**src/hdl/csq_pkg.sv**
```systemverilog
// ----------------------------------------------------------------------------
// csq_pkg
// Shared constants and types of the chi-square statistic block.
// ----------------------------------------------------------------------------
package csq_pkg;

    localparam int FRAC_BITS_DEF = 16;
    localparam int SUM_WIDTH_DEF = 48;

    // result and scale factor widths are fixed by the interface
    localparam int OUT_WIDTH  = 48;
    localparam int DRAW_WIDTH = 24;
    localparam int HALF_WIDTH = OUT_WIDTH / 2;

    localparam logic [DRAW_WIDTH-1:0] DRAW_RESET = DRAW_WIDTH'(1);

    // per-bin control that travels with the data down the divider chain
    typedef struct packed {
        logic valid;
        logic last;
        logic zero;
    } csq_ctrl_t;

    // end-of-histogram job handed from the accumulator to the scaler
    typedef struct packed {
        logic valid;
        logic zero;
        logic ovf;
    } csq_job_t;

endpackage

```
**src/hdl/csq_scale.sv**
```systemverilog
// ----------------------------------------------------------------------------
// csq_scale
// Scales the finished sum by the draw count over two multiplier passes.
// ----------------------------------------------------------------------------
module csq_scale #(
    parameter int SUM_WIDTH = csq_pkg::SUM_WIDTH_DEF
) (
    input  logic                              aclk,
    input  logic                              aresetn,
    input  csq_pkg::csq_job_t                 job,
    input  logic [SUM_WIDTH-1:0]              job_sum,
    input  logic [csq_pkg::DRAW_WIDTH-1:0]    draw_count,
    output logic                              busy,
    output logic                              m_valid,
    input  logic                              m_ready,
    output logic [csq_pkg::OUT_WIDTH-1:0]     m_chi_square,
    output logic                              m_expected_zero,
    output logic                              m_saturated
);
    import csq_pkg::*;

    localparam int XW  = (SUM_WIDTH > OUT_WIDTH) ? SUM_WIDTH : OUT_WIDTH;
    localparam int PW  = HALF_WIDTH + DRAW_WIDTH;
    localparam int TOT = PW + HALF_WIDTH + 1;

    typedef enum logic [1:0] {
        ST_IDLE,
        ST_LO,
        ST_HI,
        ST_SUM
    } state_t;

    state_t                state_reg, state_next;
    logic [SUM_WIDTH-1:0]  sum_reg, sum_next;
    logic                  zero_reg, zero_next;
    logic                  ovf_reg, ovf_next;
    logic [PW-1:0]         plo_reg, plo_next;
    logic [PW-1:0]         phi_reg, phi_next;
    logic                  valid_reg, valid_next;
    logic [OUT_WIDTH-1:0]  chi_reg, chi_next;
    logic                  ez_reg, ez_next;
    logic                  sat_reg, sat_next;

    logic [XW-1:0]         sum_x;
    logic [TOT-1:0]        total;
    logic                  big;
    logic                  sat_prod;
    logic                  out_free;
    logic [HALF_WIDTH-1:0] mul_a;
    logic [PW-1:0]         mul_p;

    always_comb begin
        sum_x    = XW'(sum_reg);
        big      = ((sum_x >> OUT_WIDTH) != '0) && (draw_count != '0);
        total    = (TOT'(phi_reg) << HALF_WIDTH) + TOT'(plo_reg);
        sat_prod = big || ((total >> OUT_WIDTH) != '0);
        out_free = !valid_reg || m_ready;
        // one shared multiplier, low half of the sum first
        mul_a    = (state_reg == ST_LO) ? sum_x[HALF_WIDTH-1:0]
                                        : sum_x[OUT_WIDTH-1:HALF_WIDTH];
        mul_p    = PW'(mul_a) * PW'(draw_count);

        state_next = state_reg;
        sum_next   = sum_reg;
        zero_next  = zero_reg;
        ovf_next   = ovf_reg;
        plo_next   = plo_reg;
        phi_next   = phi_reg;
        valid_next = valid_reg && !m_ready;
        chi_next   = chi_reg;
        ez_next    = ez_reg;
        sat_next   = sat_reg;

        unique case (state_reg)
            ST_IDLE: begin
                if (job.valid) begin
                    sum_next   = job_sum;
                    zero_next  = job.zero;
                    ovf_next   = job.ovf;
                    state_next = ST_LO;
                end
            end
            ST_LO: begin
                plo_next   = mul_p;
                state_next = ST_HI;
            end
            ST_HI: begin
                phi_next   = mul_p;
                state_next = ST_SUM;
            end
            ST_SUM: begin
                // hold until the output register is free
                if (out_free) begin
                    valid_next = 1'b1;
                    chi_next   = sat_prod ? '1 : total[OUT_WIDTH-1:0];
                    ez_next    = zero_reg;
                    sat_next   = ovf_reg || sat_prod;
                    state_next = ST_IDLE;
                end
            end
            default: state_next = ST_IDLE;
        endcase
    end

    always_ff @(posedge aclk) begin
        if (!aresetn) begin
            state_reg <= ST_IDLE;
            valid_reg <= 1'b0;
        end else begin
            state_reg <= state_next;
            valid_reg <= valid_next;
        end
        sum_reg  <= sum_next;
        zero_reg <= zero_next;
        ovf_reg  <= ovf_next;
        plo_reg  <= plo_next;
        phi_reg  <= phi_next;
        chi_reg  <= chi_next;
        ez_reg   <= ez_next;
        sat_reg  <= sat_next;
    end

    assign busy            = (state_reg != ST_IDLE);
    assign m_valid         = valid_reg;
    assign m_chi_square    = chi_reg;
    assign m_expected_zero = ez_reg;
    assign m_saturated     = sat_reg;

endmodule

```
**config.mk**
```make
export PLATFORM = sky130hd
export DESIGN_NAME = csq_scale
export DESIGN_NICKNAME = d
export VERILOG_FILES = /design/src/hdl/csq_pkg.sv /design/src/hdl/csq_scale.sv
export SDC_FILE = /design/constraint.sdc
export NUM_CORES = 2
export LEC_CHECK = 0
export BUFFER_PORTS_ARGS = -buffer_cell sky130_fd_sc_hd__buf_2
export CAP_MARGIN = 20
export CORE_MARGIN = 2
export CORE_UTILIZATION = 45
export CTS_CLUSTER_SIZE = 24
export DETAILED_ROUTE_END_ITERATION = 7
export GPL_TIMING_DRIVEN = 0
export HOLD_SLACK_MARGIN = 0.06
export PLACE_DENSITY = 0.59
export SLEW_MARGIN = 20
export SYNTH_ARGS = -nofsm -noshare
export SYNTH_HDL_FRONTEND = slang
export SYNTH_SLANG_ARGS = --single-unit
```
**constraint.sdc**
```tcl
create_clock -name aclk -period 11.52 [get_ports aclk]
set_clock_uncertainty 0.1 [all_clocks]
set_input_delay 0.576 -clock aclk [delete_from_list [all_inputs] [get_ports aclk]]
set_output_delay 0.576 -clock aclk [all_outputs]
set_load 0.05 [all_outputs]
```
==> qor.yml <==
final_layout:
  fillCellCount: 5594
  fin_util: 0.495
  nNetsFinal: 3662
  area_growth_pct: 8.65
  layout.cells.non_filler: 3694
  multi_input_area_sq_um: 19000
  drive_gt1_frac: 0.0769
  regArea_sq_um: 5950
floorplan:
  ios: 130
  die_h_microns: 251
  rows: 90
  die_w_microns: 251
  start_util: 0.455
  dieArea_sq_um: 63200
  core_area_sq_um: 60500
worst_setup_path:
  cp_max_fo: 26
  path_delay_family: "adder cells"
  worst-path-stages: 30
  r2r.worst_path.cells: 30
  cp-start-kind: "flop"
  crit_buf_inv: 9
  timing.rr.end: "phi_reg[47]$_DFFE_PP_"
  cpMaxStageDelayCell: "clkdlybuf4s15_1"
  cp-end-kind: "flop"
  crit_top_cell: "fa_1"
  worstReg2RegStart: "state_reg[1]$_SDFFE_PN0P_"
  cp.arrival_ps: 11120
  ff2ff_setup_slack_ps: 600
  cpPeakStageDelay_ps: 700
  worstPathRequired_ps: 11710
  crit_type: "reg2reg"
logic_synthesis:
  synth_top_area_cell: "fa_1"
  synth_ff_type: "edfxtp_1"
  synth.most_common_cell: "inv_1"
  syn_area_per_cell_sq_um: 10.0
  yosys_register_bits: 199
  synth_area_sq_um: 27500
  synth_commonest_cells: "inv_1 (575), fa_1 (483), nand2_1 (344), and2_1 (296), ha_1 (203)"
  synth_cell_types: 69
  syn_nets: 3510
  yosys_warnings: 0
  yosysSeqAreaShare: 0.216
  postSynthCellCount: 2746
  synth_top_cell_area_share: 0.351
  synthArstFlopShare: 0
  synth_edf_count: 196
  ys_top_cells_by_area: "fa_1 (35%), edfxtp_1 (21%), ha_1 (9.2%)"
drt:
  wl_per_cell_microns: 22.1
  drt_first_pass_iters: 5
  vias: 19700
  drc: 0
  drt-initial-drc-count: 1370
  routed_wl_microns: 81500
  drtAntennaViolNets: 0
  routed_via_density: 5.32
grt:
  grt_pass1_wl_microns: 124000
  grt_pass1_vias: 20700
  antenna_found_initial: 3
  grt_max_degree: 50
  grt_usage: 0.266
  grt-ovfl-total: 0
sta:
  finalCritPeriodShare: 0.948
  worstMarginPinSlew_ps: 1040
  holdWs_ps: 132
  post-route-min-period_ps: 10920
  fmax_mhz: 91.6
  relSlewSlack: 0.304
  drv_slew: 0
  rsz0062_at_grt: "false"
  hold_viol: 0
  finalSetupViolations: 0
placed_design:
  io_buffers: 129
  placed_cells: 3660
  dpl.hpwl_microns: 68600
  place_congestion: 0.970
clock_network:
  clockRootBuffer: "clkbuf_16"
  cts_buffers: 17
  cts_tree: "yes"
  clk_pin_slew_ps: 90
  htree_levels: 4
  cts-hold-fix-buffers: 0
  cts.sinks: 199
  clkLatencyLatePin_ps: 510
  clock_path_buffers: 2
run:
  cap_violations: 0
min_path:
  hold_path_end: "sum_reg[28]$_DFFE_PP_"
  hold_path_depth: 1
  min_from: "job_sum[28]"
  hold_class: "in2reg"
outcome:
  status: "finished, final reports clean"
-- cells by family (layout without fill, tap and decap cells) --
logic type | after synthesis | in the layout | share of synthesized area
compound gates | 224 | 224 | 0.0537
fa+ha+maj | 686 | 686 | 0.443
mux | 31 | 31 | 0.0124
buf+inv | 692 | 857 | 0.0954
simple gates | 843 | 843 | 0.156
xor+xnor | 71 | 71 | 0.0226
flops | 199 | 199 | 0.216
other cells | 0 | 1 | 0
-- area by class of cell --
| cell class | instances | area share |
|---|---|---|
| Antenna cell | 1 | 0.0000837 |
| Clock inverter | 15 | 0.00682 |
| Clock buffer | 17 | 0.0142 |
| Buffer | 117 | 0.0159 |
| Timing Repair Buffer | 133 | 0.0245 |
| Sequential cell | 199 | 0.199 |
| Tap cell | 782 | 0.0327 |
| Inverter | 575 | 0.0722 |
| Multi-Input combinational cell | 1855 | 0.635 |
-- per-layer routing --
layer,part of all wire,GRT usage
met4,0.044,0.109
met1,0.43,0.354
met5,0,0
met2,0.46,0.431
met3,0.065,0.0476
-- layout by cell type (no fill, tap or decap), types with 6 or more instances in the layout --
cell,n
nand3b_1,29
clkbuf_16,17
mux2_2,24
nand2b_1,6
a21o_1,26
nor2b_1,11
nand4_1,15
edfxtp_1,196
a31oi_1,9
and2_1,295
xnor2_1,42
xor2_1,29
a211oi_1,13
inv_1,575
buf_2,132
ha_1,201
o211ai_1,14
clkbuf_1,106
a21oi_1,76
mux2i_1,7
fa_1,483
nor2_1,47
nor3_1,11
nand2_1,344
o21ai_0,32
and3_1,16
o21a_1,7
nand3_1,45
-- metrics by stage --
stage / setup TNS [ps] / area (sq um) / setup slack [ps]
3_5_place_dp: 0 / 29200 / 261
4_1_cts: 0 / 29900 / 238
2_1_floorplan: 0 / 27500 / 2110
5_1_grt: 0 / 29900 / 163
3_3_place_gp: -20760 / 29200 / -1240
6_report: 0 / 29900 / 597
-- worst max-delay path by stage --
stage / slack (ps) / to / start
2_1_floorplan: 2110 / phi_reg[47]$_DFFE_PP_ / state_reg[1]$_SDFFE_PN0P_
3_3_place_gp: -1240 / plo_reg[47]$_DFFE_PP_ / state_reg[1]$_SDFFE_PN0P_
3_5_place_dp: 260 / phi_reg[47]$_DFFE_PP_ / state_reg[1]$_SDFFE_PN0P_
4_1_cts: 240 / phi_reg[47]$_DFFE_PP_ / state_reg[1]$_SDFFE_PN0P_
5_1_grt: 160 / plo_reg[47]$_DFFE_PP_ / state_reg[1]$_SDFFE_PN0P_
6_report: 600 / phi_reg[47]$_DFFE_PP_ / state_reg[1]$_SDFFE_PN0P_
-- repair_timing --
item	in CTS	in global routing
setup endpoints to repair	0	4
buffers inserted	0	1
gates resized for setup	0	3
Power is not shown: default switching activity piles up to over one toggle a cycle in this logic, so the estimate is an artifact.
