<file path="config.mk">
export PLATFORM = sky130hd
export DESIGN_NAME = csq_div_cell
export DESIGN_NICKNAME = d
export VERILOG_FILES = /design/src/hdl/csq_pkg.sv /design/src/hdl/csq_div_cell.sv
export SDC_FILE = /design/constraint.sdc
export NUM_CORES = 1
export LEC_CHECK = 0
export BUFFER_PORTS_ARGS = -buffer_cell sky130_fd_sc_hd__buf_4
export CAP_MARGIN = 20
export CORE_MARGIN = 1.5
export CORE_UTILIZATION = 25
export CTS_BUF_LIST = sky130_fd_sc_hd__clkbuf_4 sky130_fd_sc_hd__clkbuf_8
export DETAILED_ROUTE_END_ITERATION = 6
export PLACE_DENSITY_LB_ADDON = 0.08
export SYNTH_ARGS = -nofsm -noshare
export SYNTH_HDL_FRONTEND = slang
export SYNTH_SLANG_ARGS = --single-unit
export TNS_END_PERCENT = 100
</file>
<file path="constraint.sdc">
create_clock -name aclk -period 3 [get_ports aclk]
set_clock_uncertainty 0.15 [all_clocks]
set_input_delay 0 -clock aclk [delete_from_list [all_inputs] [get_ports aclk]]
set_output_delay 0 -clock aclk [all_outputs]
set_load 0.02 [all_outputs]
</file>
<file path="src/hdl/csq_pkg.sv">
// ----------------------------------------------------------------------------
// csq_pkg
// Shared constants and types of the chi-square statistic block.
// ----------------------------------------------------------------------------
package csq_pkg;

    localparam int FRAC_BITS_DEF = 16;
    localparam int SUM_WIDTH_DEF = 48;

    // result and scale factor widths are fixed by the interface
    localparam int OUT_WIDTH  = 48;
    localparam int DRAW_WIDTH = 24;
    localparam int HALF_WIDTH = OUT_WIDTH / 2;

    localparam logic [DRAW_WIDTH-1:0] DRAW_RESET = DRAW_WIDTH'(1);

    // per-bin control that travels with the data down the divider chain
    typedef struct packed {
        logic valid;
        logic last;
        logic zero;
    } csq_ctrl_t;

    // end-of-histogram job handed from the accumulator to the scaler
    typedef struct packed {
        logic valid;
        logic zero;
        logic ovf;
    } csq_job_t;

endpackage

</file>
<file path="src/hdl/csq_div_cell.sv">
// ----------------------------------------------------------------------------
// csq_div_cell
// One restoring-division cell: settles one quotient bit per cell.
// ----------------------------------------------------------------------------
module csq_div_cell #(
    parameter int FRAC_BITS = csq_pkg::FRAC_BITS_DEF
) (
    input  logic                          aclk,
    input  logic                          aresetn,
    input  logic                          en,
    input  csq_pkg::csq_ctrl_t            in_ctrl,
    input  logic [FRAC_BITS:0]            in_rem,
    input  logic [2*(FRAC_BITS+1)-1:0]    in_dq,
    input  logic [FRAC_BITS:0]            in_div,
    output csq_pkg::csq_ctrl_t            out_ctrl,
    output logic [FRAC_BITS:0]            out_rem,
    output logic [2*(FRAC_BITS+1)-1:0]    out_dq,
    output logic [FRAC_BITS:0]            out_div
);
    import csq_pkg::*;

    localparam int IW = FRAC_BITS + 1;
    localparam int TW = 2 * IW;

    logic [IW:0]   trial;
    logic [IW:0]   sub;
    logic          qbit;
    logic [IW-1:0] rem_next;
    logic [TW-1:0] dq_next;

    logic [IW-1:0] rem_reg;
    logic [TW-1:0] dq_reg;
    logic [IW-1:0] div_reg;
    csq_ctrl_t     ctrl_reg;

    // shift in the next dividend bit, subtract if it fits, shift the quotient bit in
    always_comb begin
        trial    = {in_rem, in_dq[TW-1]};
        sub      = trial - (IW+1)'(in_div);
        qbit     = (trial >= (IW+1)'(in_div));
        rem_next = qbit ? sub[IW-1:0] : trial[IW-1:0];
        dq_next  = {in_dq[TW-2:0], qbit};
    end

    always_ff @(posedge aclk) begin
        if (!aresetn) begin
            ctrl_reg <= '0;
        end else if (en) begin
            ctrl_reg <= in_ctrl;
        end
    end

    always_ff @(posedge aclk) begin
        if (en) begin
            rem_reg <= rem_next;
            dq_reg  <= dq_next;
            div_reg <= in_div;
        end
    end

    assign out_ctrl = ctrl_reg;
    assign out_rem  = rem_reg;
    assign out_dq   = dq_reg;
    assign out_div  = div_reg;

endmodule

</file>
==> reports/qor_table.md <==
| Stage | Result | Reported |
|---|---|---|
| final layout | FILL cells | 1283 |
| synthesis | Share of the synthesized area in the top cell type | 61.3% |
| floorplan | Initial cell density of the core | 25.4% |
| global route | Grt ovf | 0 |
| synthesis | Total number of yosys warnings | 0 |
| timing | Max Freq | 0.361 GHz |
| final layout | Number of standard cells in the layout, taps in and fillers out | 635 |
| global route | Overall fraction of global-route tracks in use | 12.5% |
| placed design | Cell Area, Placed | 4610 sq um |
| floorplan | Core box area | 13100 sq um |
| timing | Smallest setup slack after layout | 226 ps |
| setup path | Terminus of the critical flop-to-flop path | out_ctrl[1] |
| placed design | DP Worst Slack | 410 ps |
| drt | # DRC | 0 |
| worst hold path | Hold Path Origin | in_rem[16] |
| worst hold path | Hold Path Depth | 4 |
| global route | First-pass GRT wire length | 13400 microns |
| synthesis | Post-Synth Adder-Cell Area | 6.98% |
| global route | Pin count of the biggest net entering global routing | 72 |
| drt | Total iterations of the first detailed-routing run | 4 |
| setup path | Largest fanout on the critical path | 10 |
| synthesis | Commonest register cell after synthesis | sky130_fd_sc_hd__edfxtp_1 |
| setup path | Length in cells of the worst reg-to-reg path | 3 |
| setup path | Worst flop-to-flop path startpoint | out_ctrl[1] |
| synthesis | Syn Inst Count | 229 |
| final layout | Signed area change from the synthesized netlist to the final layout | 66.3% |
| synthesis | Mapped Area | 3330 sq um |
| drt | Via/cell ratio | 4.14 |
| setup path | Cell with the largest stage delay on the worst path | sky130_fd_sc_hd__dlygate4sd3_1 |
| global route | GRT met3 Usage | 3.96% |
| synthesis | Combinational family with the most area after synthesis | compound AO/OA/AOI/OAI gates |
| drt | Via count | 2628 |
| synthesis | XOR/XNOR Fraction of Synth Area | 2.89% |
| synthesis | Compound-Gate Fraction of Synth Area | 10.6% |
| synthesis | Area leader, netlist | sky130_fd_sc_hd__edfxtp_1 |
| setup path | Cells along the critical path | dlygate4sd3_1, buf_4, inv_1, ha_1, inv_1, fa_1, a21oi_1, or3_4, a21oi_4, o21bai_4, and2_4, inv_12, mux2_4 |
| synthesis | Area contributors post-synth | sky130_fd_sc_hd__edfxtp_1 61%, sky130_fd_sc_hd__ha_1 6.4%, sky130_fd_sc_hd__mux2_4 4.5%, sky130_fd_sc_hd__inv_1 2.5%, sky130_fd_sc_hd__xnor2_1 2.1% |
| clock tree | Post-cts gate resize count | 0 |
| setup path | Critical Path Sink Type | register |
| setup path | CP startpoint kind | input port |
| worst hold path | Type of the tightest min-delay check | input port to register |
| setup path | Cell repeated most along the worst path | sky130_fd_sc_hd__inv_1 |
| setup path | Largest stage delay on the critical path | 530 ps |
| timing | Number of hold violations in the final report | 0 |
| final layout | Fin util | 42.2% |
| timing | Unrepaired setup endpoints after global routing | no |
| synthesis | Number of synthesized flops with an enable pin | 68 |
| clock tree | Root buffer cell | sky130_fd_sc_hd__clkbuf_8 |
| clock tree | Maximum number of buffers from clock root to sink | 2 |
| clock tree | H-tree lvl count | 3 |
| power | Pleak | 2.39 nW |
| timing | Ratio of final minimum period to clock period | 92.5% |
| floorplan | Row count | 42 |
| drt | WL/cell | 13.7 microns |
| clock tree | Clock latency reported for the late side of the worst-skew pair | 350 ps |
| placed design | Gpl congestion | 0.732 |
| floorplan | I/O pin count | 145 |
| synthesis | Multiplexer share of the synthesized area | 5.71% |
| synthesis | Nets in the synthesized netlist | 321 |
| final layout | Area of all placed cells without fillers | 5540 sq um |
| timing | Max-slew headroom | 38.0% |
| global route | Global routing usage on met1 | 15.6% |
| timing | Setup TNS Final | 0 ps |
| placed design | DP Wirelength | 6010 microns |
| placed design | Number of cells in the design after placement | 548 |
| setup path | Data required time at the worst endpoint | 2950 ps |
| synthesis | Sequential share of the synthesized area | 63.1% |
| setup path | Arrival time at the worst endpoint | 2720 ps |
| clock tree | Number of clock sinks | 71 |
| timing | Tightest Pin Transition | 930 ps |
| timing | Setup violators final | 0 |
| global route | GR Layer Usage met2 | 20.2% |
| final layout | Area used by multi-input combinational logic | 1110 sq um |
| floorplan | Area of the die | 14000 sq um |
| synthesis | Simple-gate area share of the yosys netlist | 7.21% |
| clock tree | Clock transition at the registers of the reported paths | 80 ps |
| power | Worst VDD drop | 0.188 mV |
| final layout | Fraction of final layout cells with drive strength greater than 1 | 39.7% |
| global route | Via count of the first global-routing pass | 2636 |
| final layout | Number of nets in the layout | 546 |
| worst hold path | Hold EP | out_rem[14] |
| synthesis | FF+latch count, synth | 71 |
| power | Power per Cell Area | 500 nW/um^2 |
| placed design | # port buffers | 144 |
| timing | Count of final max-slew check failures | 0 |
| outcome | Outcome | finished clean |
| clock tree | TritonCTS clock tree | built |
| synthesis | Synth Area per Inst | 14.6 sq um |
| floorplan | Overall die height | 118 microns |
| timing | Time the worst path needs with I/O delays and setup | 2770 ps |
| floorplan | Horizontal die dimension | 118 microns |
| final layout | Antenna fix cells | 0 |
| synthesis | Number of distinct library cells after synthesis | 46 |
| setup path | Type of the worst setup path | input port to register |
| final layout | Register area | 2100 sq um |
| drt | DR iter-0 viols | 141 |
| drt | Routed wire length | 8680 microns |
| setup path | Register-to-register setup slack | 1710 ps |
| drt | Routed Antenna Nets | 0 |
| global route | GRT Max-Usage Layer | met2 |
| run | Max-cap viol count | 0 |
| synthesis | Fraction of registers with async set/reset | 0% |
| clock tree | CTS buffer count | 9 |
| global route | Number of antenna violations at the first check in global routing | 0 |
-- repair_timing --
action                    in CTS  in global routing
hold endpoints to repair      70                  0
hold buffers                  71                  0
buffers inserted               0                  0
-- cell usage after synthesis (2+ instances only) --
| master | instances |
|---|---|
| sky130_fd_sc_hd__a21boi_0 | 3 |
| sky130_fd_sc_hd__a21o_1 | 3 |
| sky130_fd_sc_hd__a21oi_1 | 13 |
| sky130_fd_sc_hd__and2_1 | 3 |
| sky130_fd_sc_hd__dfxtp_1 | 3 |
| sky130_fd_sc_hd__edfxtp_1 | 68 |
| sky130_fd_sc_hd__ha_1 | 17 |
| sky130_fd_sc_hd__inv_1 | 22 |
| sky130_fd_sc_hd__mux2_4 | 10 |
| sky130_fd_sc_hd__mux2i_1 | 4 |
| sky130_fd_sc_hd__nand2_1 | 9 |
| sky130_fd_sc_hd__nand2b_1 | 3 |
| sky130_fd_sc_hd__nand3_1 | 7 |
| sky130_fd_sc_hd__nor2_1 | 6 |
| sky130_fd_sc_hd__nor2b_1 | 4 |
| sky130_fd_sc_hd__nor3_1 | 4 |
| sky130_fd_sc_hd__o21a_1 | 2 |
| sky130_fd_sc_hd__o21ai_0 | 7 |
| sky130_fd_sc_hd__o21bai_1 | 2 |
| sky130_fd_sc_hd__o2bb2ai_1 | 2 |
| sky130_fd_sc_hd__o31ai_2 | 3 |
| sky130_fd_sc_hd__xnor2_1 | 8 |
| sky130_fd_sc_hd__xor2_1 | 3 |
-- metrics by stage --
stage / hold WS [ps] / power [W]
floorplan: -51.1 / 0.00161
global placement: 28.3 / 0.00189
detailed placement: 29.6 / 0.00190
CTS: 75.6 / 0.00282
global route: 125 / 0.00291
finish: 91.9 / 0.00277
-- critical path: cells and delay by family --
family | cells | cell delay [ps]
adder cells (fa/ha/maj) | 2 | 550
multiplexers | 1 | 300
AND/OR/NAND/NOR | 2 | 490
buffers and inverters | 5 | 850
AO/OA/AOI/OAI | 3 | 530
-- cells by family after synthesis --
group | count (synthesis)
flip-flops | 71
buffers and inverters | 24
AO/OA/AOI/OAI | 47
adder cells (fa/ha/maj) | 18
multiplexers | 14
XOR/XNOR | 11
AND/OR/NAND/NOR | 44
-- report_power, final --
part,switching (W),internal [W]
Clock,0.000375,0.000454
Combinational,0.000350,0.000364
Sequential,0.0000272,0.00120
-- sequential cells by signal, summed over array words and instances (netlist names) --
register,cells
out_dq,34
out_div,17
out_rem,17
out_ctrl,3
-- worst max path at each step --
stage | endpoint | from | cells past startpoint
after detailed placement | out_rem[4] | in_dq[33] | 12
after global placement | out_rem[5] | in_dq[33] | 12
after floorplan | out_rem[10] | in_dq[33] | 12
final | out_rem[7] | in_dq[33] | 13
after global routing | out_rem[8] | in_dq[33] | 13
after CTS | out_rem[7] | in_dq[33] | 13
-- final cells by class --
cell class / count / share of cell area, %
Multi-Input combinational cell: 134 / 20.1
Clock inverter: 4 / 0.948
Inverter: 23 / 1.78
Sequential cell: 71 / 37.9
Timing Repair Buffer: 215 / 32.3
Clock buffer: 12 / 2.98
Tap cell: 176 / 3.97
-- placed cells by master (no fill, tap or decap), drive strengths merged, types with 6 or more instances in the layout --
| cell type | n |
|---|---|
| nand3 | 8 |
| dlygate4sd3 | 71 |
| edfxtp | 68 |
| nor2 | 6 |
| nand2 | 9 |
| ha | 17 |
| a21oi | 15 |
| inv | 23 |
| buf | 144 |
| o21ai | 7 |
| clkbuf | 12 |
| mux2 | 10 |
| xnor2 | 8 |
-- metal layers --
| metal | part of all wire [%] | vias to the layer above |
|---|---|---|
| li1 | - | 1309 |
| met1 | 45 | 1192 |
| met2 | 46 | 119 |
| met3 | 7.1 | 8 |
| met5 | 0 | - |
| met4 | 1.3 | 0 |
Note: power is estimated with default switching activity, not from simulation.
