==> config.mk <==
export PLATFORM = sky130hd
export DESIGN_NAME = csq_square
export DESIGN_NICKNAME = d
export VERILOG_FILES = /design/src/hdl/csq_pkg.sv /design/src/hdl/csq_square.sv
export SDC_FILE = /design/constraint.sdc
export NUM_CORES = 1
export LEC_CHECK = 0
export ABC_CLOCK_PERIOD_IN_PS = 8940
export BUFFER_PORTS_ARGS = -buffer_cell sky130_fd_sc_hd__buf_2
export CAP_MARGIN = 20
export CORE_UTILIZATION = 57
export CTS_CLUSTER_DIAMETER = 150
export DETAILED_ROUTE_END_ITERATION = 10
export PLACE_DENSITY = 0.83
export SLEW_MARGIN = 20
export SYNTH_ARGS = -nofsm -noshare
export SYNTH_HDL_FRONTEND = slang
export SYNTH_SLANG_ARGS = --single-unit
==> constraint.sdc <==
create_clock -name aclk -period 8.94 [get_ports aclk]
set_input_delay 0.894 -clock aclk [delete_from_list [all_inputs] [get_ports aclk]]
set_output_delay 0.894 -clock aclk [all_outputs]
set_load 0.05 [all_outputs]
==> src/hdl/csq_pkg.sv <==
// ----------------------------------------------------------------------------
// csq_pkg
// Shared constants and types of the chi-square statistic block.
// ----------------------------------------------------------------------------
package csq_pkg;

    localparam int FRAC_BITS_DEF = 16;
    localparam int SUM_WIDTH_DEF = 48;

    // result and scale factor widths are fixed by the interface
    localparam int OUT_WIDTH  = 48;
    localparam int DRAW_WIDTH = 24;
    localparam int HALF_WIDTH = OUT_WIDTH / 2;

    localparam logic [DRAW_WIDTH-1:0] DRAW_RESET = DRAW_WIDTH'(1);

    // per-bin control that travels with the data down the divider chain
    typedef struct packed {
        logic valid;
        logic last;
        logic zero;
    } csq_ctrl_t;

    // end-of-histogram job handed from the accumulator to the scaler
    typedef struct packed {
        logic valid;
        logic zero;
        logic ovf;
    } csq_job_t;

endpackage

==> src/hdl/csq_square.sv <==
// ----------------------------------------------------------------------------
// csq_square
// Front stage: absolute difference of the two fractions, squared.
// ----------------------------------------------------------------------------
module csq_square #(
    parameter int FRAC_BITS = csq_pkg::FRAC_BITS_DEF
) (
    input  logic                          aclk,
    input  logic                          aresetn,
    input  logic                          en,
    input  logic                          in_valid,
    input  logic [FRAC_BITS:0]            in_obs,
    input  logic [FRAC_BITS:0]            in_exp,
    input  logic                          in_last,
    output csq_pkg::csq_ctrl_t            out_ctrl,
    output logic [2*(FRAC_BITS+1)-1:0]    out_sq,
    output logic [FRAC_BITS:0]            out_div
);
    import csq_pkg::*;

    localparam int IW = FRAC_BITS + 1;
    localparam int TW = 2 * IW;

    logic [IW-1:0] diff;
    logic [TW-1:0] sq_next;
    logic [TW-1:0] sq_reg;
    logic [IW-1:0] div_reg;
    csq_ctrl_t     ctrl_reg;

    always_comb begin
        diff    = (in_obs >= in_exp) ? (in_obs - in_exp) : (in_exp - in_obs);
        sq_next = TW'(diff) * TW'(diff);
    end

    always_ff @(posedge aclk) begin
        if (!aresetn) begin
            ctrl_reg <= '0;
        end else if (en) begin
            ctrl_reg.valid <= in_valid;
            ctrl_reg.last  <= in_last;
            ctrl_reg.zero  <= (in_exp == '0);
        end
    end

    always_ff @(posedge aclk) begin
        if (en) begin
            sq_reg  <= sq_next;
            div_reg <= in_exp;
        end
    end

    assign out_ctrl = ctrl_reg;
    assign out_sq   = sq_reg;
    assign out_div  = div_reg;

endmodule

==> summary.md, run 1 <==
| Metric | Value |
|---|---|
| Worst R2R End | `out_ctrl[2]$_SDFFE_PN0P_` |
| Worst Path Arrival | `8.86 ns` |
| # port buffers | `91` |
| H-tree levels | `2` |
| Placed instance count | `1759` |
| Post-DRT Antenna Nets | `0` |
| Dominant cell type by area after synthesis | `fa_1` |
| Initial core utilization | `58.8%` |
| Length of the first detailed-routing pass in iterations | `5` |
| Crit-path max FO | `5` |
| Final period utilization | `98.5%` |
| N_diodes | `0` |
| Req. time, crit path | `9.00 ns` |
| Root Buffer | `clkbuf_16` |
| Final wirelength | `30.2 mm` |
| Crit Reg-Reg Startpoint | `out_ctrl[2]$_SDFFE_PN0P_` |
| Yosys reg bits | `53` |
| R2R depth | `2` |
| WHS Path Cells | `2` |
| DR vias/cell | `5.38` |
| Hold Path Origin | `out_ctrl[0]$_SDFFE_PN0P_` |
| Syn nets | `1584` |
| Final setup violating endpoints | `0` |
| Most frequent cells in the layout | `283 x inv_1, 231 x buf_4, 187 x fa_1` |
| Die Wd | `144 um` |
| CTS clock-pin slew for the worst setup and hold paths | `0.08 ns` |
| Cells after synthesis | `1214` |
| Initial DRC count | `564` |
| Non-filler instance count after layout | `1791` |
| Skew final | `0 ns` |
| Nets | `1895` |
| Remaining DRCs | `0` |
| Achievable Freq | `0.114 GHz` |
| Crit-path slowest cell | `fa_1` |
| Row cnt | `51` |
| CTS tree | `built` |
| Final hold violations | `0` |
| Worst path max stage delay | `0.56 ns` |
| Post-synth EDFFs | `50` |
| Fin crit period | `8.81 ns` |
| Share of cells above drive strength 1 | `30.7%` |
| Die Ht | `144 um` |
| # Max-Cap Violations | `0` |
| Sequential area share after synthesis | `13.5%` |
| Area share of the largest cell type after synthesis | `33.3%` |
| GR Util All Layers | `30.0%` |
| RSZ-0062 raised after global routing | `yes` |
| Kind of critical path | `primary input to flop` |
| Synth top area cells | `fa_1 33%, ha_1 15%, edfxtp_1 13%` |
| Most used DFF post-synth | `edfxtp_1` |
| Mapped Area | `11600 um^2` |
| Flop-to-flop setup slack | `8.26 ns` |
| Post-synthesis cell type count | `75` |
| Vias in the first global route | `10300` |
| Antenna violations before repair | `0` |
| Area growth, synth to finish | `26.5%` |
| Core Area | `19700 um^2` |
| Clock buffer depth | `2` |
| I/O pin total | `93` |
| Crit end category | `flop` |
| Placement Setup Slack | `-0.415 ns` |
| Commonest non-fill, non-tap cell in the layout | `inv_1` |
| Grt total ovfl | `0` |
| Post-DP HPWL | `24.2 mm` |
| Worst skew pair latency | `0.31 ns` |
| Status | `complete, no violations` |
| Via count | `9633` |
| Global placement routability congestion | `0.934` |
| Worst slew pin tran | `0.775 ns` |
| Ys async rst share | `0%` |
| Most used cell, CP | `fa_1` |
| HP Class | `flop to flop` |
| Clk sinks | `53` |
| First-pass GRT wire length | `47.7 mm` |
| Setup WS post-layout | `0.131 ns` |
| Max transition margin | `48.3%` |
| Pins over their slew limit | `0` |
| DIE AREA | `20800 um^2` |
| Hold Path Sink | `out_ctrl[0]$_SDFFE_PN0P_` |
| Routed wire per std cell | `16.9 um` |
| Yosys Warn Count | `0` |
| CP Launch Type | `primary input` |
| Post-synthesis average cell area | `9.51 um^2` |
| Largest net degree at the start of global routing | `54` |
| CTS Buf Count | `5` |
| Hold-fix buffers at CTS | `0` |
[what timing repair did]
item	in CTS	in global routing
setup endpoints to repair	2	10
pin swaps	4	74
setup buffers	5	23
resized for setup	4	105
[per-stage QoR]
step,utilization [%],hold WS [ns],cell area [um^2],TNS (ns)
global route,74.4,0.569,14600,-0.163
CTS,71.4,0.539,14000,0
floorplan,-,0.743,11600,0
finish,74.4,0.535,14600,0
global placement,70.3,0.496,13800,-0.419
detailed placement,70.3,0.526,13800,-1.50
[cell usage after synthesis, drive strengths merged, types with 3 or more instances]
library cell	count
inv	306
fa	192
ha	139
nand2	99
nor2	88
edfxtp	50
a21oi	43
a21o	40
xnor2	34
buf	25
o21ai	22
xor2	19
and3	10
nand3	10
o21bai	10
mux2i	8
a31o	7
nand4	7
nor4	7
and4	6
clkbuf	6
nor2b	6
nor3	6
a211oi	5
a31oi	5
and2	5
o211ai	5
o21a	5
a221o	4
nand2b	4
dfxtp	3
o221ai	3
or2	3
or3	3
[sequential cells by signal (all words and copies together), names as in the netlist]
| name | count |
|---|---|
| out_sq | 33 |
| out_div | 17 |
| out_ctrl | 3 |
[area by class of cell]
type / instances / area, um^2
tap: 265 / 332
sequential: 53 / 1560
timing repair buffer: 335 / 2350
multi-input combinational: 822 / 9050
clock buffer: 6 / 139
inverter: 308 / 1160
fill: 1331 / 5040
clock inverter: 2 / 17.5
[logic make-up (layout without fill, tap and decap cells)]
kind of cell / Yosys count / after routing / synth area share, %
other cells: 1 / 1 / 0.0325
xor+xnor: 53 / 53 / 4.67
compound gates: 169 / 169 / 10.7
fa+ha+maj: 331 / 331 / 48.3
buf+inv: 339 / 651 / 11.5
mux: 10 / 10 / 0.986
flops: 53 / 53 / 13.5
simple gates: 258 / 258 / 10.3
[how the worst max path moves through the flow]
stage | from | end | slack, ns | cells after the start
2_1_floorplan | in_exp[0] | out_sq[33]$_DFFE_PP_ | 0.02 | 32
3_3_place_gp | in_exp[0] | out_sq[33]$_DFFE_PP_ | -0.25 | 34
3_5_place_dp | in_exp[0] | out_sq[33]$_DFFE_PP_ | -0.41 | 34
4_1_cts | in_exp[0] | out_sq[30]$_DFFE_PP_ | 0.005 | 35
5_1_grt | in_exp[0] | out_sq[33]$_DFFE_PP_ | -0.11 | 34
6_report | in_exp[0] | out_sq[33]$_DFFE_PP_ | 0.13 | 34
[per-layer routing]
layer  vias to the layer above  share of wire (%)  wire, um  track usage [%]
met5                         -                  0         0                0
met4                         0                4.1      1250             11.8
met3                        98                4.4      1330             3.91
met2                       325                 53     16000             55.9
met1                      4772                 39     11700             34.5
li1                       4438                  -         -                -
[critical path, delay by kind of cell]
family	cells	cell delay, ns
buf+inv	8	0.59
mux	1	0.11
simple gates	8	1.43
compound gates	7	1.81
xor+xnor	1	0.24
fa+ha+maj	9	3.79
Power of run 1 is not shown: default switching activity piles up to over one toggle a cycle in this logic, so the estimate is an artifact.
==> run 2, diff against run 1 <==
ABC_CLOCK_PERIOD_IN_PS = 11000   (was 8940)
CORE_UTILIZATION = 64   (was 57)
PLACE_DENSITY = 0.88   (was 0.83)
clock period = 11 ns   (was 8.94 ns; I/O delays follow)
==> run 2 against run 1 <==
  * Cell area is 15% lower
  * Flip-flop and latch count stayed put
  * Clock skew is the same
  * Critical path depth fell by 2
  * Non-clock buffer count down 227
  * Wire length is 9.6% lower
  * Sequential share of layout area rose by 1.9 points
  * Critical endpoint unchanged
==> summary.md, run 2 (synthesis results as in run 1) <==
| Metric | Value |
|---|---|
| Die Wd | `136 um (-5.5%)` |
| Crit end category | `flop` |
| Kind of critical path | `primary input to flop` |
| HP Class | `flop to flop` |
| Via count | `8767 (-9.0%)` |
| CTS clock-pin slew for the worst setup and hold paths | `0.08 ns (about the same)` |
| Area growth, synth to finish | `7.44%` |
| H-tree levels | `2 (unchanged)` |
| Nets | `1668 (-12%)` |
| Fin crit period | `10.12 ns` |
| Non-filler instance count after layout | `1524 (-15%)` |
| DIE AREA | `18600 um^2 (-11%)` |
| Final period utilization | `92.0%` |
| # port buffers | `91 (unchanged)` |
| CTS Buf Count | `5 (unchanged)` |
| Largest net degree at the start of global routing | `54 (unchanged)` |
| GR Util All Layers | `32.2% (+2.2 points)` |
| Post-DP HPWL | `22.3 mm (-7.8%)` |
| Clk sinks | `53 (unchanged)` |
| Pins over their slew limit | `0 (unchanged)` |
| Setup TNS | `0 ns (unchanged)` |
| Initial core utilization | `66.1% (+7.3 points)` |
| Routed wire per std cell | `17.9 um (+6.3%)` |
| RSZ-0062 raised after global routing | `no` |
| Placed instance count | `1516 (-14%)` |
| Initial DRC count | `566 (+0.35%)` |
| Number of flip-flops in the largest register | `33 (unchanged)` |
| Achievable Freq | `0.0988 GHz` |
| Max transition margin | `48.7% (+0.33 points)` |
| Grt total ovfl | `0 (unchanged)` |
| DR vias/cell | `5.75 (+7.0%)` |
| Worst slew pin tran | `0.770 ns (-0.00489 ns)` |
| Row cnt | `48 (-5.9%)` |
| Core Area | `17500 um^2 (-11%)` |
| Post-DP Area | `12200 um^2 (-11%)` |
| Length of the first detailed-routing pass in iterations | `5 (unchanged)` |
| I/O pin total | `93 (unchanged)` |
| Die Ht | `136 um (-5.5%)` |
| Post-DRT Antenna Nets | `0 (unchanged)` |
| Status | `complete, no violations` |
| First-pass GRT wire length | `46.0 mm (-3.5%)` |
| Root Buffer | `clkbuf_16` |
| Commonest non-fill, non-tap cell in the layout | `inv_1` |
| Final wirelength | `27.3 mm (-9.6%)` |
| Global placement routability congestion | `1.01 (+8.7%)` |
| Clock buffer depth | `2 (unchanged)` |
| Worst path bufs/invs | `6 (-2)` |
| Final Instance Area | `12400 um^2 (-15%)` |
| Most used cell, CP | `fa_1` |
| Req. time, crit path | `11.15 ns (+2.15 ns)` |
| Antenna violations before repair | `0 (unchanged)` |
| Crit-path max FO | `12 (+7)` |
| Worst path max stage delay | `0.55 ns (about the same)` |
| # Max-Cap Violations | `0 (unchanged)` |
| Worst skew pair latency | `0.32 ns (about the same)` |
| Worst Path Arrival | `10.27 ns (+1.41 ns)` |
| Crit-path slowest cell | `xnor2_2` |
| Hold-fix buffers at CTS | `0 (unchanged)` |
| Remaining DRCs | `0 (unchanged)` |
| CTS tree | `built` |
| Most frequent cells in the layout | `298 x inv_1, 192 x fa_1, 139 x ha_1` |
| N_diodes | `0 (unchanged)` |
| Post_cts resized | `0 (-4)` |
| CP Launch Type | `primary input` |
| Top delay family on crit path | `adder cells` |
| Share of cells above drive strength 1 | `12.6% (-18 points)` |
| Vias in the first global route | `9580 (-7.4%)` |
| Postcts setup bufs | `0 (-5)` |
| Skew final | `0 ns (unchanged)` |
| Final hold violations | `0 (unchanged)` |
| Final setup violating endpoints | `0 (unchanged)` |
run 2: layout make-up:
cell class | count | area [um^2]
Clock buffer | 5 | 125
Clock inverter | 3 | 47.5
Fill cell | 1286 | 5070
Inverter | 308 | 1160
Multi-Input combinational cell | 822 | 8660
Sequential cell | 53 | 1560
Tap cell | 225 | 282
Timing Repair Buffer | 108 | 583
run 2: layer usage:
layer | wire, um | global-route usage (%) | share of wire, % | vias up
met1 | 10700 | 39.1 | 39 | 4353
met4 | 868 | 12.7 | 3.2 | 0
met2 | 14000 | 57.0 | 51 | 360
met3 | 1750 | 5.11 | 6.4 | 82
li1 | - | - | - | 3972
met5 | 0 | 0 | 0 | -
run 2: metrics by stage:
stage	worst slack, ns	util (%)	hold slack, ns
2_1_floorplan	1.83	-	0.743
3_5_place_dp	0.660	70.0	0.508
6_report	0.877	71.0	0.524
5_1_grt	0.440	71.0	0.587
4_1_cts	0.950	71.0	0.526
3_3_place_gp	0.878	70.0	0.493
run 2: worst paths after layout:
kind | start | end | slack (ns) | cells after the start
worst min register to register | out_ctrl[1]$_SDFFE_PN0P_ | out_ctrl[1]$_SDFFE_PN0P_ | 0.52 | 2
worst min-delay path | out_ctrl[1]$_SDFFE_PN0P_ | out_ctrl[1]$_SDFFE_PN0P_ | 0.52 | 2
worst max-delay path | in_exp[0] | out_sq[33]$_DFFE_PP_ | 0.88 | 32
worst max register to register | out_ctrl[2]$_SDFFE_PN0P_ | out_ctrl[2]$_SDFFE_PN0P_ | 10.37 | 2
run 2: worst reg2reg max path: cells and delay by family (launching register included):
family,cells,cell delay [ns]
muxes,1,0.14
DFF,1,0.31
and+or+nand+nor,1,0.07
Power of run 2 is left out for the same reason.
