### config.mk
export PLATFORM = sky130hd
export DESIGN_NAME = csq_accum
export DESIGN_NICKNAME = d
export VERILOG_FILES = /design/src/hdl/csq_pkg.sv /design/src/hdl/csq_accum.sv
export SDC_FILE = /design/constraint.sdc
export NUM_CORES = 1
export LEC_CHECK = 0
export ABC_CLOCK_PERIOD_IN_PS = 3500
export BUFFER_PORTS_ARGS = -buffer_cell sky130_fd_sc_hd__buf_2
export CAP_MARGIN = 15
export CORE_MARGIN = 2
export CORE_UTILIZATION = 35
export DETAILED_ROUTE_END_ITERATION = 16
export PLACE_DENSITY_LB_ADDON = 0.2
export RECOVER_POWER = 25
export SLEW_MARGIN = 20
export SYNTH_ARGS = -nofsm -noshare
export SYNTH_HDL_FRONTEND = slang
export SYNTH_SLANG_ARGS = --single-unit
### constraint.sdc
create_clock -name aclk -period 3.5 [get_ports aclk]
set_input_delay 0.35 -clock aclk [delete_from_list [all_inputs] [get_ports aclk]]
set_output_delay 0.35 -clock aclk [all_outputs]
set_load 0.05 [all_outputs]
### src/hdl/csq_pkg.sv
// ----------------------------------------------------------------------------
// csq_pkg
// Shared constants and types of the chi-square statistic block.
// ----------------------------------------------------------------------------
package csq_pkg;

    localparam int FRAC_BITS_DEF = 16;
    localparam int SUM_WIDTH_DEF = 48;

    // result and scale factor widths are fixed by the interface
    localparam int OUT_WIDTH  = 48;
    localparam int DRAW_WIDTH = 24;
    localparam int HALF_WIDTH = OUT_WIDTH / 2;

    localparam logic [DRAW_WIDTH-1:0] DRAW_RESET = DRAW_WIDTH'(1);

    // per-bin control that travels with the data down the divider chain
    typedef struct packed {
        logic valid;
        logic last;
        logic zero;
    } csq_ctrl_t;

    // end-of-histogram job handed from the accumulator to the scaler
    typedef struct packed {
        logic valid;
        logic zero;
        logic ovf;
    } csq_job_t;

endpackage

### src/hdl/csq_accum.sv
// ----------------------------------------------------------------------------
// csq_accum
// Saturating running sum of the bin terms and the histogram flags.
// ----------------------------------------------------------------------------
module csq_accum #(
    parameter int FRAC_BITS = csq_pkg::FRAC_BITS_DEF,
    parameter int SUM_WIDTH = csq_pkg::SUM_WIDTH_DEF
) (
    input  logic                          aclk,
    input  logic                          aresetn,
    input  logic                          en,
    input  csq_pkg::csq_ctrl_t            in_ctrl,
    input  logic [2*(FRAC_BITS+1)-1:0]    in_term,
    output csq_pkg::csq_job_t             job,
    output logic [SUM_WIDTH-1:0]          job_sum
);
    import csq_pkg::*;

    localparam int TW = 2 * (FRAC_BITS + 1);
    localparam int AW = ((TW > SUM_WIDTH) ? TW : SUM_WIDTH) + 1;

    logic [SUM_WIDTH-1:0] sum_reg, sum_next, sum_acc;
    logic                 zero_reg, zero_next, zero_acc;
    logic                 ovf_reg, ovf_next, ovf_acc;
    logic [AW-1:0]        term_x;
    logic [AW-1:0]        room_x;
    logic [AW-1:0]        sum_add;

    always_comb begin
        term_x   = AW'(in_term);
        room_x   = AW'(~sum_reg);
        sum_add  = term_x + AW'(sum_reg);
        sum_acc  = sum_reg;
        zero_acc = zero_reg;
        ovf_acc  = ovf_reg;
        if (in_ctrl.zero) begin
            zero_acc = 1'b1;
        end else if (term_x > room_x) begin
            sum_acc = '1;
            ovf_acc = 1'b1;
        end else begin
            sum_acc = sum_add[SUM_WIDTH-1:0];
        end

        sum_next  = sum_reg;
        zero_next = zero_reg;
        ovf_next  = ovf_reg;
        job       = '0;
        if (en && in_ctrl.valid) begin
            job.valid = in_ctrl.last;
            job.zero  = zero_acc;
            job.ovf   = ovf_acc;
            // clear for the next histogram once the last bin is in
            if (in_ctrl.last) begin
                sum_next  = '0;
                zero_next = 1'b0;
                ovf_next  = 1'b0;
            end else begin
                sum_next  = sum_acc;
                zero_next = zero_acc;
                ovf_next  = ovf_acc;
            end
        end
        job_sum = sum_acc;
    end

    always_ff @(posedge aclk) begin
        if (!aresetn) begin
            sum_reg  <= '0;
            zero_reg <= 1'b0;
            ovf_reg  <= 1'b0;
        end else begin
            sum_reg  <= sum_next;
            zero_reg <= zero_next;
            ovf_reg  <= ovf_next;
        end
    end

endmodule

==> results of run 1 <==
## routing by layer
| metal | part of all wire (%) | vias to the layer above | global-route usage [%] | wire [um] |
|---|---|---|---|---|
| li1 | - | 2523 | - | - |
| met1 | 46 | 2381 | 25.9 | 6710 |
| met2 | 48 | 102 | 34.1 | 6980 |
| met3 | 4.0 | 15 | 4.02 | 582 |
| met4 | 1.3 | 0 | 5.51 | 189 |
| met5 | 0 | - | 0 | 0 |
## worst max-delay path: cells and delay by family (launching register included)
family                     cells  cell delay [ps]
AOI/OAI and AO/OA              6             1580
buffers and inverters          1              160
adders and majority gates      2              510
xor gates and xnor gates       1              170
DFF                            1              350
and+or+nand+nor                1               70
## area by class of cell
class                      instances  area [sq um]
tap                              172           215
inverter                          12          45.0
clock inverter                     2          15.0
timing repair buffer             160          1050
sequential                        49           993
multi-input combinational        521          3780
fill                            1289          6540
clock buffer                       6           129
## worst paths after layout
kind / endpoint / slack, ps / cells after the start
setup / recovery: job_sum[36] / -6 / 11
hold reg to reg: sum_reg[33]$_SDFFE_PN0P_ / 500 / 2
setup reg to reg: sum_reg[38]$_SDFFE_PN0P_ / 300 / 12
hold / removal: zero_reg$_SDFFE_PN0P_ / 400 / 3
## what timing repair did
item                                    in CTS  in global routing
endpoints found under the setup margin      21                 22
setup buffers                                3                 10
gates resized for setup                     33                 72
pin swaps                                    9                 30
## cell families after synthesis
| group | synth area share (%) |
|---|---|
| other | 0.0812 |
| xor gates and xnor gates | 8.72 |
| AOI/OAI and AO/OA | 28.2 |
| and+or+nand+nor | 24.5 |
| DFF | 21.2 |
| muxes | 1.68 |
| adders and majority gates | 9.64 |
| buffers and inverters | 5.96 |
## cell usage after synthesis, types with 2 or more instances
library cell / number
a211o_1: 3
a31oi_1: 12
nor2b_1: 2
a221o_1: 2
buf_1: 4
xor2_1: 21
a22oi_1: 28
a21o_1: 23
and2_0: 2
a41oi_1: 2
o21ai_0: 33
inv_1: 11
xnor2_1: 25
or3_1: 8
nand2_1: 107
nand4_1: 13
buf_4: 8
dfxtp_1: 49
and3_1: 7
clkbuf_1: 25
buf_2: 7
nand4b_1: 3
a21oi_1: 44
o21bai_1: 7
mux2_2: 6
nand3_1: 15
nor4_1: 3
nor3_1: 9
clkbuf_4: 2
and2_1: 3
nor2_1: 46
a2111oi_0: 3
or2_2: 2
o31a_1: 3
ha_1: 34
or4_1: 4
a221oi_1: 3
nand3b_1: 7
o21a_1: 5
o31ai_1: 3
o211ai_1: 5
## metrics by stage
stage / util (%) / power [mW] / TNS (ps) / area [sq um]
floorplan: - / 0.933 / 0 / 4660
global placement: 43.3 / 1.07 / -621 / 5530
detailed placement: 43.3 / 1.08 / -938 / 5530
CTS: 45.7 / 1.60 / -71.9 / 5840
global route: 48.8 / 1.69 / -514 / 6230
finish: 48.8 / 1.61 / -5.78 / 6230
## power groups by stage
stage,combinational (mW),sequential (mW),clock [mW]
6_report,0.529,0.574,0.509
5_1_grt,0.571,0.575,0.547
4_1_cts,0.503,0.573,0.524
3_5_place_dp,0.490,0.586,0
3_3_place_gp,0.488,0.586,0
2_1_floorplan,0.349,0.584,0
==> results.txt, run 1 <==
Non-Filler Instances - 922
Largest net degree at the start of global routing - 54
Placer congestion estimate - 0.902
Slew @ Worst Pin - 1080 ps
Hold Crit Start - in_ctrl[2]
Sequential fraction of the synthesis area - 21.2%
Worst Hold Slack - 399 ps
Run status - complete, but fails checks
Worst path max stage delay - 400 ps
Global-route wire length before repair - 23400 um
Peak Freq - 0.285 GHz
Total CTS buffers - 5
# DRC - 0
Post-Syn Area - 4620 sq um
CTS Root Cell - clkbuf_16
Lkg Pwr - 2.82 nW
Initial antenna violation count - 0
Leading area contributor after synthesis - dfxtp_1
Fin. Hold Viols - 0
Skew-Pair Late Insertion Delay - 310 ps
ANT cells - 0
DP Cell Count - 901
Vias - 5021
Critical path's slowest cell - a221o_1
Max VDD drop - 0.000165 V
Switching portion of total power - 37.2%
Core region area - 12800 sq um
Internal cell power - 1.01 mW
DPL Wire Length - 10600 um
RSZ-0062 raised after global routing - true
FFs w/ async S/R, synth - 0%
Max FFs per register - 48
Aggregate global routing overflow - 0
Synth area leaders - dfxtp_1 21%, ha_1 9.2%, nand2_1 8.7%
Clock share of power - 31.6%
IO Count - 91
Mapped Cells - 629
Die width - 119 um
CP arrival - 3160 ps
Final setup fails - 1
DRT iter0 DRCs - 253
Initial core utilization - 36.2%
Gr usage total - 20.1%
Nets - 824
Clock Path Buffers - 2
Final ANT Viol Nets - 0
Vias in the first global route - 4864
Setup CP Type - flip-flop to output port
Reg power frac - 35.6%
Final min period - 3510 ps
Synthesis Warnings - 0
Worst r2r src - sum_reg[15]$_SDFFE_PN0P_
Commonest non-fill, non-tap cell in the layout - nand2_1
Area Overhead vs Synth - 34.9%
Failing checks - negative setup slack
Comb pwr share - 32.8%
PwrDens - 259 nW/um^2
Worst Hold Class - input pin to flip-flop
Vias per Instance - 5.45
Post-synth top flop - dfxtp_1
Unique masters post-synth - 71
Cell row count - 41
DR WL/cell - 15.7 um
Final WS setup - -5.78 ps
Syn Area/Cell - 7.34 sq um
Psw - 0.600 mW
Cts hold-fix bufs - 0
Die area - 14100 sq um
Share of the synthesized area in the top cell type - 21.2%
Routed wire length - 14500 um
Post-synth EDFFs - 0
H-tree depth - 2
Critical path endpoint category - output port
CTS tree - built
Worst-path cell chain - ha_4 -> fa_2 -> a21o_1 -> a31oi_4 -> nor4_2 -> a211o_1 -> a221o_1 -> o41ai_4 -> o22ai_2 -> xor2_2 -> buf_6
Clk slew on worst S/H paths - 70 ps
Pins Over Slew Limit - 0
Syn Nets - 704
Share of cells above drive strength 1 - 30.9%
Pre-CTS WS - -247 ps
Chip Height - 119 um
Most frequent cells in the layout - 106 x nand2_1, 71 x buf_4, 66 x buf_2
Drt pass-1 iters - 5
Startpoint types - flip-flop
Skew final - 7.47 ps
Final Cycle Share - 100%
Max_cap viols - 0
Post-synthesis register bit count - 49
IO Port Bufs - 89
Clk sinks - 49
CP Data Required Time - 3150 ps
Critical Path Start - sum_reg[0]$_SDFFE_PN0P_
Rel. slew slack - 28.0%
Crit path max fanout - 3
(Power assumes the default switching activity.)
==> run 2, diff against run 1 <==
REMOVE_ABC_BUFFERS = 1   (was unset)
==> run 2 against run 1 <==
Effect of this change: the run ends with max-capacitance violations, max-slew violations left; critical path depth is the same; sequential share of layout area fell by 0.45 points; die area stayed put; count of clock-buffer cells in the layout did not move; clock skew is 2.5 ps higher; cell count is 1.5% higher; largest power group is now the clock network.
==> results.txt, run 2 (synthesized netlist as in run 1, its figures left out) <==
Run status - complete, but fails checks
Failing checks - max-capacitance violations, max-slew violations
Skew final - 9.93 ps
Pins Over Slew Limit - 43
IO Count - 91
Most frequent cells in the layout - 104 x nand2_1, 89 x buf_4, 67 x buf_2
Flop2flop setup slack - 350 ps
CTS tree - built
Sequential cell area - 998 sq um
Clk slew on worst S/H paths - 70 ps
Critical Path Start - sum_reg[0]$_SDFFE_PN0P_
Chip Height - 119 um
Final Cycle Share - 98.3%
Clk sinks - 49
Peak Freq - 0.291 GHz
FILL cells - 1259
Vias - 5094
Rel. slew slack - -48.1%
Final core utilization - 50.5%
Die width - 119 um
CP arrival - 3090 ps
CP Data Required Time - 3150 ps
Startpoint types - flip-flop
Setup CP Type - flip-flop to output port
Die area - 14100 sq um
Drt pass-1 iters - 5
Max FFs per register - 48
Share of cells above drive strength 1 - 34.0%
Nets - 838
Hold Crit Start - in_ctrl[2]
Multi-input combinational cell area - 3850 sq um
Worst Hold Class - input pin to flip-flop
ANT cells - 0
Crit path max fanout - 2
Placer congestion estimate - 0.876
Worst path max stage delay - 370 ps
Lkg Pwr - 2.90 nW
Cts hold-fix bufs - 0
Critical path's top delay family - compound AO/OA/AOI/OAI gates
Gr usage total - 20.6%
Power Total - 1.73 mW
PwrDens - 269 nW/um^2
Critical path's slowest cell - a221o_1
Initial antenna violation count - 0
Worst-path cell chain - ha_4 -> fa_2 -> a21o_1 -> a31oi_4 -> nor4_2 -> a211o_1 -> a221o_1 -> o41ai_4 -> o22ai_2 -> xor2_1 -> buf_4
Slew @ Worst Pin - 2220 ps
DR WL/cell - 15.8 um
# DRC - 0
Routed wire length - 14800 um
Largest net degree at the start of global routing - 54
Fin. Hold Viols - 0
Aggregate global routing overflow - 0
RSZ-0062 raised after global routing - true
Vias per Instance - 5.44
Core region area - 12800 sq um
Worst r2r src - sum_reg[7]$_SDFFE_PN0P_
Worst path buffer plus inverter count - 1
Final setup fails - 0
Total CTS buffers - 5
Critical path endpoint category - output port
DRT iter0 DRCs - 223
Final ANT Viol Nets - 0
Vias in the first global route - 4978
H-tree depth - 2
Area Overhead vs Synth - 39.5%
Max_cap viols - 1
DPL Wire Length - 10600 um
IO Port Bufs - 89
Global-route wire length before repair - 23900 um
Final min period - 3440 ps
Max VDD drop - 0.000191 V
Commonest non-fill, non-tap cell in the layout - nand2_1
CTS Root Cell - clkbuf_16
Initial core utilization - 36.2%
Clock Path Buffers - 2
Cell row count - 41
Skew-Pair Late Insertion Delay - 310 ps
-- run 2: changes by cell type in the layout (fill, tap and decap cells not counted), moves of 3 or more --
cell	delta
buf_4	+18
clkbuf_1	-3
dfxtp_1	-6
dfxtp_2	+7
ha_1	-3
ha_4	+5
-- run 2: power by group --
part / total (mW) / leakage, nW / internal, mW / switching, mW
clock network: 0.610 / 0.0831 / 0.358 / 0.252
logic: 0.548 / 2.42 / 0.194 / 0.355
registers: 0.575 / 0.403 / 0.567 / 0.00831
-- run 2: path summary, 6_finish.rpt --
check / end / cells after the start
worst max-delay path: job_sum[36] / 11
worst min-delay path: zero_reg$_SDFFE_PN0P_ / 3
worst max register to register: sum_reg[38]$_SDFFE_PN0P_ / 12
worst min register to register: sum_reg[33]$_SDFFE_PN0P_ / 2
-- run 2: final cells by class --
| class | count | share of cell area (%) |
|---|---|---|
| multi-input cells | 521 | 59.8 |
| clock buffers | 6 | 2.15 |
| well taps | 172 | 3.34 |
| flip-flops and latches | 49 | 15.5 |
| clock inverters | 2 | 0.582 |
| repair buffers | 174 | 17.9 |
| inverters | 12 | 0.699 |
-- run 2: routing by layer --
metal,vias up,global-route usage [%],wire length [um]
met1,2416,27.2,6980
met3,18,2.97,671
li1,2548,-,-
met4,0,6.85,281
met5,-,0,0
met2,112,34.2,6880
-- run 2: through the flow --
step	TNS (ps)	cells	worst slack (ps)	hold slack [ps]	cell area [sq um]
after floorplan	-3240	582	-606	447	4390
after global placement	-1320	915	-285	461	5590
after detailed placement	-1720	915	-351	462	5590
after CTS	-74.3	936	-21.7	388	6160
after global routing	-499	936	-93.8	430	6440
final	0	936	59.2	396	6440
-- run 2: worst register-to-register path, stage by stage (launching register included) --
cell and delay [ps]:
dfxtp_2 340, ha_4 280, o211ai_1 120, or3_4 370, nor3_4 240, o211ai_1 130
a311o_1 380, and2_4 160, buf_6 120, o31a_1 270, buf_4 150, or3_1 330
a31oi_1 170
-- run 2: repair_timing --
action,CTS,global route
setup endpoints to repair,23,24
pin swaps,23,29
buffers inserted,13,1
gates resized for setup,59,71
==> run 3, diff against run 2 <==
SETUP_SLACK_MARGIN = 0.5   (was unset)
==> run 3 against run 2 <==
Effect of this change: the flow still finishes with violations (max-capacitance violations, max-slew violations); sequential cell count unchanged; critical path type unchanged; critical path depth increased by 1; global-route usage increased by 1.1 points; count of clock-buffer cells in the layout unchanged; sequential share of layout area decreased by 2.1 points; power increased by 6.3%; non-clock buffer count increased by 54; via count increased by 6.6%; highest routed layer unchanged.
==> results.txt, run 3 (synthesized netlist as in run 1, its figures left out) <==
Pre-CTS WS - -351 ps
Initial antenna violation count - 0
IO Count - 91
DR WL/cell - 16.5 um
PwrDens - 244 nW/um^2
Clk sinks - 49
Final WS setup - 53.7 ps
Max VDD drop - 0.000182 V
Rel. slew slack - -52.2%
Cell row count - 41
Worst path buffer plus inverter count - 3
Max FFs per register - 48
Max_cap viols - 1
Vias - 5431
Clock Path Buffers - 2
# DRC - 0
Largest net degree at the start of global routing - 54
DRT iter0 DRCs - 268
Worst r2r src - sum_reg[5]$_SDFFE_PN0P_
Skew final - 10.7 ps
Reg-to-reg endpoint - sum_reg[34]$_SDFFE_PN0P_
Path depth of the worst reg2reg path - 16
Hold Crit Start - in_ctrl[2]
FILL cells - 1135
Startpoint types - flip-flop
Drt pass-1 iters - 6
Most frequent cells in the layout - 107 x buf_4, 93 x nand2_1, 60 x buf_6
H-tree depth - 2
Die width - 119 um
Pins Over Slew Limit - 43
Final min period - 3450 ps
CP arrival - 3100 ps
Final ANT Viol Nets - 0
Area after DPL - 5590 sq um
Commonest non-fill, non-tap cell in the layout - buf_4
Fin. Hold Viols - 0
Vias in the first global route - 5217
Final Cycle Share - 98.5%
Failing checks - max-capacitance violations, max-slew violations
CP Data Required Time - 3150 ps
Run status - complete, but fails checks
Critical path's slowest cell - dfxtp_2
Skew-Pair Late Insertion Delay - 310 ps
Non-Filler Instances - 990
DPL Wire Length - 10600 um
Aggregate global routing overflow - 0
Most frequent CP cell - buf_4
Die area - 14100 sq um
Final setup fails - 0
CTS tree - built
Clk slew on worst S/H paths - 70 ps
Nets - 892
Share of cells above drive strength 1 - 44.4%
Routed wire length - 16300 um
Lkg Pwr - 3.36 nW
Peak Freq - 0.290 GHz
Worst path max stage delay - 360 ps
Critical path's top delay family - compound AO/OA/AOI/OAI gates
Chip Height - 119 um
RSZ-0062 raised after global routing - true
Sum Neg Setup Slack - 0 ps
Gr usage total - 21.7%
ANT cells - 0
Area Overhead vs Synth - 63.4%
Total CTS buffers - 5
CTS Root Cell - clkbuf_16
Worst Hold Depth - 3
Critical path endpoint category - output port
Placer congestion estimate - 0.876
Slew @ Worst Pin - 2280 ps
Core region area - 12800 sq um
Setup CP Type - flip-flop to output port
Worst Hold End - zero_reg$_SDFFE_PN0P_
Crit path max fanout - 3
Flop2flop setup slack - 230 ps
Cts hold-fix bufs - 0
Global-route wire length before repair - 25200 um
DP Cell Count - 915
Worst Hold Class - input pin to flip-flop
IO Port Bufs - 89
Worst-path cell chain - ha_4 -> buf_4 -> a21oi_2 -> o211a_1 -> o31ai_2 -> buf_4 -> a211o_1 -> a221o_1 -> o41ai_4 -> o22ai_2 -> xor2_1 -> buf_4
Vias per Instance - 5.49
Initial core utilization - 36.2%
Final core utilization - 59.1%
Final Cell Area - 7550 sq um
run 3: what timing repair did:
item	in CTS	in global routing
endpoints found under the hold margin	0	0
buffers inserted	37	30
endpoints found under the setup margin	48	47
pin swaps	64	67
gates resized for setup	202	87
run 3: power breakdown:
group          leakage [nW]  switching (mW)  total, mW  internal, mW
clock                0.0831           0.251      0.609         0.358
combinational          2.87           0.392      0.659         0.267
sequential            0.405         0.00872      0.574         0.565
total                  3.36           0.652       1.84          1.19
run 3: worst reg2reg max path, stage by stage (launching register included):
cell	delay, ps
dfxtp_2	340
ha_4	270
o211ai_1	130
or3_4	380
nor3_4	210
o211ai_1	120
a311o_1	390
buf_4	140
nand2_1	50
nand4_1	130
buf_4	190
buf_6	100
buf_6	100
buf_6	100
buf_6	100
a211o_1	280
a31oi_1	130
run 3: worst max path at each step:
stage,startpoint,endpoint,slack (ps),depth (start not counted)
final,sum_reg[9]$_SDFFE_PN0P_,job_sum[36],50,12
after floorplan,in_term[6],job_sum[42],-610,10
after CTS,sum_reg[0]$_SDFFE_PN0P_,job_sum[36],-10,11
after global placement,in_term[5],job_sum[40],-280,12
after detailed placement,in_term[5],job_sum[40],-350,12
after global routing,sum_reg[9]$_SDFFE_PN0P_,job_sum[36],-60,12
run 3: final cells by class:
cell class              count  area (sq um)  area share (%)
multi-input cells         521          4230            56.1
clock buffers               6           139            1.84
repair buffers            228          1870            24.8
inverters                  12          45.0           0.597
flip-flops and latches     49          1010            13.4
clock inverters             2          37.5           0.497
well taps                 172           215            2.85
run 3: layer usage:
metal / global-route usage (%) / part of all wire [%] / vias to the layer above
met4: 6.25 / 1.3 / 0
met5: 0 / 0 / -
met1: 28.0 / 44 / 2599
li1: - / - / 2654
met3: 2.78 / 4.8 / 18
met2: 37.8 / 49 / 160
run 3: metrics by stage:
stage	total power, mW	hold WS, ps
6_report	1.84	396
3_5_place_dp	1.08	462
5_1_grt	1.92	434
3_3_place_gp	1.07	461
4_1_cts	1.79	388
2_1_floorplan	0.905	447
